===== config.mk =====
export PLATFORM = sky130hd
export DESIGN_NAME = clz_step_unit
export DESIGN_NICKNAME = d
export VERILOG_FILES = /design/src/rtl/core/clz_pkg.sv /design/src/rtl/core/clz_step_unit.sv
export SDC_FILE = /design/constraint.sdc
export NUM_CORES = 1
export LEC_CHECK = 0
export ABC_AREA = 1
export BUFFER_PORTS_ARGS = -buffer_cell sky130_fd_sc_hd__buf_2
export CORE_AREA = 2 2 122 124
export DETAILED_ROUTE_END_ITERATION = 7
export DIE_AREA = 0 0 124 126
export PLACE_DENSITY_LB_ADDON = 0.05
export SYNTH_ARGS = -nofsm -noshare
export SYNTH_HDL_FRONTEND = slang
export SYNTH_SLANG_ARGS = --single-unit

===== constraint.sdc =====
create_clock -name vclk -period 3.8
set_input_delay 0.76 -clock vclk [all_inputs]
set_output_delay 0.76 -clock vclk [all_outputs]
set_load 0.01 [all_outputs]

===== src/rtl/core/clz_pkg.sv =====
// ============================================================================
// clz_pkg
// Shared widths, limits and types for the range max cycle length core.
// ============================================================================
package clz_pkg;

    localparam int LEN_W = 10;                  // reported cycle length width
    localparam int CNT_W = 11;                  // internal count, saturating
    localparam logic [CNT_W-1:0] LEN_MAX = CNT_W'(1023);
    localparam logic [CNT_W-1:0] CNT_SAT = {CNT_W{1'b1}};

    localparam int OUT_W = ((LEN_W + 1 + 7) / 8) * 8;

    // status of one trajectory step
    typedef struct packed {
        logic at_end;   // value is 1 or less
        logic odd;      // value is odd, 3n+1 path
        logic ovf;      // 3n+1 does not fit the trajectory register
    } clz_step_flags_t;

endpackage


===== src/rtl/core/clz_step_unit.sv =====
// ============================================================================
// clz_step_unit
// Shared trajectory step: halve if even, else 3n+1 with overflow detect.
// ============================================================================
module clz_step_unit
    import clz_pkg::*;
#(
    parameter int TRAJ_BITS = 64
)
(
    input  logic [TRAJ_BITS-1:0] value,
    output logic [TRAJ_BITS-1:0] next_value,
    output clz_step_flags_t      flags
);

    logic [TRAJ_BITS+1:0] triple_sum;

    // 3n+1 as n + 2n + 1; carry out of TRAJ_BITS flags overflow
    assign triple_sum = {2'b00, value} + {1'b0, value, 1'b0} + (TRAJ_BITS+2)'(1);

    assign flags.odd    = value[0];
    assign flags.ovf    = value[0] & (|triple_sum[TRAJ_BITS+1:TRAJ_BITS]);
    assign flags.at_end = (value[TRAJ_BITS-1:1] == '0);

    assign next_value = value[0] ? triple_sum[TRAJ_BITS-1:0] : (value >> 1);

endmodule


==> results of run 1 <==
==> area by class of cell <==
class | count | area [sq um]
repair buffers | 137 | 701
well taps | 184 | 230
fillers | 1738 | 6400
multi-input cells | 1091 | 5810
inverters | 314 | 1180
==> cells in the mapped netlist (all sizes together) <==
library cell	instances	share of area, %
a21boi	1	0.16
a21o	1	0.11
a21oi	73	5.4
and2	2	0.18
buf	3	0.28
clkbuf	11	0.73
clkinv	1	0.071
fa	1	0.28
ha	98	17
inv	313	17
nand2	555	30
nand3	69	5.3
nand3b	10	1.3
nand4	17	1.6
nor2	131	8.1
nor3	18	1.5
nor4	3	0.35
o21a	1	0.11
o21ai	62	4.5
o21bai	17	1.8
o22ai	2	0.18
o31ai	1	0.11
or2	1	0.089
xnor2	24	3.0
xor2	4	0.50
==> power breakdown <==
group          internal (uW)  switching [uW]
logic                    430             801
clock network              0               0
registers                  0               0
total                    430             801
==> cell families after synthesis <==
kind of cell | after synthesis
AO/OA/AOI/OAI | 158
XOR/XNOR | 28
adder cells (fa/ha/maj) | 99
buffers and inverters | 328
AND/OR/NAND/NOR | 806
==> through the flow <==
stage          hold slack (ns)  area, sq um  utilization [%]  setup slack (ns)
6_report                  1.86         7920             55.3             0.114
5_1_grt                   1.88         7920             55.3            0.0129
4_1_cts                   1.86         7910             55.3             0.155
3_5_place_dp              1.86         7910             55.3             0.154
3_3_place_gp              1.85         7910             55.3             0.111
2_1_floorplan             1.61         7050                -             0.602
==> worst max-delay path by stage <==
| stage | to | slack, ns | cells after the start |
|---|---|---|---|
| after floorplan | next_value[17] | 0.60 | 10 |
| after global placement | next_value[30] | 0.11 | 12 |
| after detailed placement | next_value[30] | 0.15 | 12 |
| after CTS | next_value[30] | 0.16 | 12 |
| after global routing | next_value[62] | 0.01 | 15 |
| final | next_value[46] | 0.11 | 13 |
==> tightest hold or removal path, cell delays in order <==
cell,delay (ns)
buf_2,0.11
nand2_1,0.05
nand2_1,0.05
buf_2,0.12
==> routing by layer <==
metal	share of wire (%)	vias up	track usage, %
met5	0	-	0
li1	-	4579	-
met2	42	275	50.5
met1	49	3742	47.1
met4	2.2	0	5.55
met3	6.9	26	2.81
==> repair_timing <==
| item | in CTS | in global routing |
|---|---|---|
| hold buffers | 0 | 0 |
| resized for setup | 0 | 1 |
| endpoints found under the setup margin | 0 | 1 |
==> layout by cell type (no fill, tap or decap), drive strengths merged <==
cell	synthesis	final
a21boi	1	1
a21o	1	1
a21oi	73	73
and2	2	2
buf	3	137
clkinv	1	1
fa	1	1
ha	98	98
inv	313	313
nand2	555	555
nand3	69	69
nand3b	10	10
nand4	17	17
nor2	131	131
nor3	18	18
nor4	3	3
o21a	1	1
o21ai	62	62
o21bai	17	17
o22ai	2	2
o31ai	1	1
or2	1	1
xnor2	24	24
xor2	4	4
==> flow_metrics.tcl, run 1 <==
set metrics [dict create \
    hold_depth 4 \
    drc 0 \
    critPathArrivalTime_ns 2.93 \
    die_area_sq_um 15600 \
    portBuffers 131 \
    core_sq_um 14300 \
    min_to "next_value[35]" \
    dp.cells 1726 \
    critPathSlowestCell "o21ai_0" \
    holdCritStartpoint "value[36]" \
    post-route-period-util_pct 97.0 \
    synth-simple-area-share_pct 48.8 \
    synth_top_family_by_area "simple AND/OR/NAND/NOR gates" \
    max_cap_violations 0 \
    crit_path_max_fanout 5 \
    place_hpwl_mm 22.3 \
    max_stage_delay_ns 0.52 \
    rsz0062_at_grt "false" \
    path_cells "buf_2, ha_1, nand2_1, inv_1, nand2_1, o21ai_0, a21oi_1, nand2_2, nand2_1, nand3_1, nand3_1, nand2_1, buf_2" \
    crit_path_frequent_cell "nand2_1" \
    synth_nets 1582 \
    start_kind "input port" \
    drive_above_1_share_pct 13.7 \
    die_h_um 126 \
    n_antenna_cell 0 \
    hold_viol_final 0 \
    synth_mux_area_share_pct 0 \
    relSlewSlack_pct 51.5 \
    grt_use_total_pct 31.8 \
    grt_start_max_net_pins 80 \
    cts_setup_buffers 0 \
    die_w_um 124 \
    wl_per_cell_um 14.5 \
    grt_first_pass_wirelength_mm 39.3 \
    leakage_uw 0.00500 \
    synth_compound_area_share_pct 12.3 \
    synthAdderAreaFrac_pct 17.7 \
    synth.avg_cell_area_sq_um 4.97 \
    overflow 0 \
    place.gp.congestion 1.00 \
    synth_xor_area_share_pct 3.48 \
    grt_antenna_before_repair 0 \
    setup_violations 0 \
    initial_core_util_pct 49.2 \
    nets 1707 \
    grt_pass1_vias 7727 \
    seq_cells 0 \
    yosys_warnings 0 \
    clock_buffers 0 \
    ant_nets 0 \
    syn-instance-count 1419 \
    layout_min_cycle_time_ns 3.69 \
    fin_setup_tns_ns 0 \
    cpLargestDelayFamily "simple AND/OR/NAND/NOR gates" \
    vias 8622 \
    critical_path.startpoint "value[26]" \
    power_density_nw_per_um2 155 \
    p_total_uw 1230 \
    layoutNonFillerInstCount 1726 \
    regArea_sq_um 0 \
    avgViaCountPerCell 5.00 \
    drt_iter0_markers 635 \
    ys_seq_area_share_pct 0 \
    max_slew.worst_pin.slew_ns 0.728 \
    slew_violations 0 \
    area_growth_pct 12.3 \
    synth_area_sq_um 7050 \
    totalWireLength_mm 25.1 \
    max-vdd-ir-drop_mv 0.0927 \
    yosys.cell_types.count 40 \
    ioPinCount 131 \
    status "completed" \
    row_count 44 \
    fmax_mhz 271 \
    hold_class "input port to primary output" \
    crit_type "input port to primary output" \
    worst-path-buf-inv 3 \
    drtPass1Iterations 5 \
    endpoint_kind "primary output" \
    critPathRequiredTime_ns 3.04 \
]
(Power assumes the default switching activity.)
==> inputs of run 2 (changes only) <==
- REMOVE_ABC_BUFFERS: default -> 1
==> run 2 against run 1 <==
  * Worst hold slack worse by 0.00059 ns
  * Sequential share of layout area unchanged
  * Via count hardly changed
  * Global-route usage is 0.13 points higher
  * First-iteration DRC count increased by 20%
  * Design area increased by 0.27%
  * Worst setup slack improved by 0.042 ns
  * Cell count rose by 0.12%
  * Core utilization increased by 0.15 points
  * Power grew 0.41%
  * Largest power group unchanged
==> flow_metrics.tcl, run 2 (synthesis gave the netlist of run 1 again) <==
set metrics [dict create \
    fillCellCount 1630 \
    drt_iter0_markers 760 \
    totalWireLength_mm 25.4 \
    area_growth_pct 12.6 \
    design_area_sq_um 7940 \
    ioPinCount 131 \
    worst-path-buf-inv 5 \
    die_w_um 124 \
    drive_above_1_share_pct 13.9 \
    worst-path-stages 15 \
    post-route-period-util_pct 95.9 \
    place_area_sq_um 7920 \
    path_cells "buf_2, inv_1, ha_1, nand2_1, nor2_1, inv_1, o21ai_2, inv_1, nand3_1, nand2_1, nand2_1, nand2_1, nand3_1, o21ai_1, buf_2" \
    portBuffers 131 \
    row_count 44 \
    wl_per_cell_um 14.7 \
    cts_hold_buf 0 \
    core_sq_um 14300 \
    endpoint_kind "primary output" \
    place_hpwl_mm 22.5 \
    regArea_sq_um 0 \
    max_cap_violations 0 \
    max-vdd-ir-drop_mv 0.0825 \
    initial_core_util_pct 49.2 \
    multi_input_comb_area_sq_um 5820 \
    setup_violations 0 \
    drtPass1Iterations 5 \
    critPathRequiredTime_ns 3.04 \
    final_util_pct 55.5 \
    max_slew.worst_pin.slew_ns 0.668 \
    max_stage_delay_ns 0.37 \
    p_total_uw 1240 \
    cts_setup_buffers 0 \
    vias 8628 \
    ant_nets 0 \
    nets 1708 \
    crit_path_frequent_cell "nand2_1" \
    grt.met2_usage_pct 50.0 \
    grt_first_pass_wirelength_mm 39.3 \
    grt_antenna_before_repair 0 \
    status "completed" \
    power_density_nw_per_um2 156 \
    place.gp.congestion 0.973 \
    dp.cells 1727 \
    fmax_mhz 274 \
    critPathArrivalTime_ns 2.88 \
    hold_viol_final 0 \
    critPathSlowestCell "ha_1" \
    layout_common_cells "nand2_1 (530), inv_1 (307), buf_2 (131)" \
    avgViaCountPerCell 4.99 \
    start_kind "input port" \
    layout_min_cycle_time_ns 3.64 \
    crit_path_max_fanout 4 \
    cpLargestDelayFamily "simple AND/OR/NAND/NOR gates" \
    relSlewSlack_pct 55.1 \
    busiest_layer "met2" \
    use_met3_pct 1.72 \
    leakage_uw 0.00500 \
    die_h_um 126 \
    grt_start_max_net_pins 58 \
    grt_use_met1_pct 48.7 \
    clock_buffers 0 \
    grt_pass1_vias 7617 \
    seq_cells 0 \
    fin_setup_tns_ns 0 \
    grt_use_total_pct 32.0 \
    rsz0062_at_grt "false" \
    drc 0 \
    slew_violations 0 \
    overflow 0 \
    layoutNonFillerInstCount 1728 \
    final_common_cell "nand2_1" \
    crit_type "input port to primary output" \
    hold_depth 4 \
    hold_class "input port to primary output" \
    die_area_sq_um 15600 \
]
run 2: power breakdown:
| group | switching, uW | internal, uW |
|---|---|---|
| Sequential | 0 | 0 |
| Combinational | 805 | 430 |
| Clock | 0 | 0.0000352 |
run 2: timing repair:
action	4_1_cts	5_1_grt
resized for setup	0	6
endpoints found under the hold margin	0	0
endpoints found under the setup margin	0	6
run 2: routing by layer:
layer / routed length [um] / vias up
li1: - / 4577
met2: 10600 / 260
met1: 12700 / 3767
met5: 0 / -
met4: 512 / 0
met3: 1580 / 24
run 2: final timing paths:
path | from | slack [ns] | to
max | value[21] | 0.16 | next_value[42]
min | value[60] | 1.86 | next_value[59]
run 2: final cells by class:
| type | count | share of cell area [%] |
|---|---|---|
| inverters | 314 | 14.9 |
| repair buffers | 138 | 8.92 |
| diodes | 1 | 0.0315 |
| multi-input cells | 1091 | 73.3 |
| well taps | 184 | 2.90 |
run 2: through the flow:
stage,hold slack [ns],worst slack [ns]
finish,1.86,0.156
global route,1.89,0.00195
CTS,1.86,0.159
detailed placement,1.85,0.164
global placement,1.85,0.160
floorplan,1.52,0.344
==> inputs of run 3 (changes only) <==
- CAP_MARGIN: default -> 20
- RECOVER_POWER: default -> 25
==> run 3 against run 2 <==
  * Cell count unchanged
  * Routed wire length grew 0.13%
  * Global-route usage stayed put
  * Flip-flop and latch count stayed put
  * Fmax down 0.15%
  * Worst hold slack hardly changed
  * Core utilization shrank 0.15 points
  * Power is 0.27% lower
  * Sequential share of layout area is the same
  * Design area fell by 0.27%
  * Die area did not move
  * Largest power group unchanged
==> flow_metrics.tcl, run 3 (synthesis gave the netlist of run 1 again) <==
set metrics [dict create \
    layoutNonFillerInstCount 1728 \
    die_h_um 126 \
    drtPass1Iterations 6 \
    drt_iter0_markers 784 \
    min_to "next_value[59]" \
    portBuffers 131 \
    core_sq_um 14300 \
    place_area_sq_um 7920 \
    die_area_sq_um 15600 \
    wl_met3_mm 1.56 \
    regArea_sq_um 0 \
    grt_pass1_vias 7617 \
    endpoint_kind "primary output" \
    grt_antenna_before_repair 0 \
    row_count 44 \
    fmax_mhz 274 \
    critPathSlowestCell "ha_1" \
    holdCritStartpoint "value[60]" \
    fin_setup_tns_ns 0 \
    drive_above_1_share_pct 13.2 \
    leakage_uw 0.00498 \
    ioPinCount 131 \
    layout_min_cycle_time_ns 3.65 \
    place.gp.congestion 0.973 \
    relSlewSlack_pct 54.0 \
    m1WireLength_mm 12.8 \
    clock_buffers 0 \
    hold_viol_final 0 \
    drc 0 \
    overflow 0 \
    path_cells "buf_2, inv_1, ha_1, nand2_1, nor2_1, inv_1, o21ai_2, inv_1, nand3_1, nand2_1, nand2_1, nand2_1, nand3_1, o21ai_1, buf_2" \
    route.met2.wl_mm 10.5 \
    place_hpwl_mm 22.5 \
    grt_use_total_pct 32.0 \
    critPathRequiredTime_ns 3.04 \
    crit_type "input port to primary output" \
    ant_nets 0 \
    post-route-period-util_pct 96.0 \
    grt_start_max_net_pins 58 \
    slew_violations 0 \
    grt_first_pass_wirelength_mm 39.3 \
    design_area_sq_um 7920 \
    die_w_um 124 \
    hold_class "input port to primary output" \
    post-place-ws_ns 0.164 \
    max_stage_delay_ns 0.37 \
    rsz0062_at_grt "false" \
    power_density_nw_per_um2 156 \
    initial_core_util_pct 49.2 \
    wl_per_cell_um 14.7 \
    nets 1708 \
    max_slew.worst_pin.slew_ns 0.683 \
    layout_common_cells "nand2_1 (531), inv_1 (307), buf_2 (123)" \
    multi_input_comb_area_sq_um 5810 \
    critPathArrivalTime_ns 2.89 \
    dr.max_layer_used "met4" \
    fillCellCount 1634 \
    dp.cells 1727 \
    crit_path_max_fanout 4 \
    avgViaCountPerCell 4.99 \
    totalWireLength_mm 25.4 \
    setup_ws_ns 0.151 \
    cpLargestDelayFamily "simple AND/OR/NAND/NOR gates" \
    status "completed" \
    final_common_cell "nand2_1" \
    vias 8628 \
    start_kind "input port" \
    final_util_pct 55.3 \
    seq_cells 0 \
    worst-path-buf-inv 5 \
    area_growth_pct 12.3 \
    crit_path_frequent_cell "nand2_1" \
    max_cap_violations 0 \
    setup_violations 0 \
    hold_depth 4 \
    max-vdd-ir-drop_mv 0.0825 \
]
-- run 3: cell type report --
class / count / area share, %
diodes: 1 / 0.0316
well taps: 184 / 2.91
inverters: 314 / 14.9
repair buffers: 138 / 8.82
multi-input cells: 1091 / 73.3
-- run 3: worst min-delay path, stage by stage --
cell and delay [ns]:
buf_2 0.11, nand2_1 0.05, nand2_1 0.05, buf_2 0.12
-- run 3: where the power goes --
group	leakage [uW]	switching (uW)	internal [uW]
sequential	0	0	0
clock	0.00000000634	0	0.0000352
combinational	0.00498	806	427
total	0.00498	806	427
-- run 3: repair_timing --
action / CTS / global route
hold buffers: 0 / 0
setup buffers: 0 / 0
resized for setup: 0 / 6
endpoints found under the setup margin: 0 / 6
-- run 3: stage by stage --
stage	hold WS, ns	total power [uW]
3_5_place_dp	1.85	1210
4_1_cts	1.86	1210
5_1_grt	1.89	1370
2_1_floorplan	1.52	805
6_report	1.86	1230
3_3_place_gp	1.85	1210
-- run 3: worst max-delay path by stage --
stage	startpoint	slack (ns)	cells after the start	end
after CTS	value[28]	0.16	15	next_value[46]
after global placement	value[21]	0.16	14	next_value[42]
after floorplan	value[0]	0.34	9	next_value[17]
after global routing	value[23]	0.002	15	next_value[42]
after detailed placement	value[28]	0.16	15	next_value[46]
final	value[21]	0.15	15	next_value[42]
-- run 3: routing by layer --
metal	global-route usage (%)	vias up
met1	48.7	3746
met5	0	-
met3	1.72	26
met4	5.22	0
met2	50.0	282
li1	-	4574
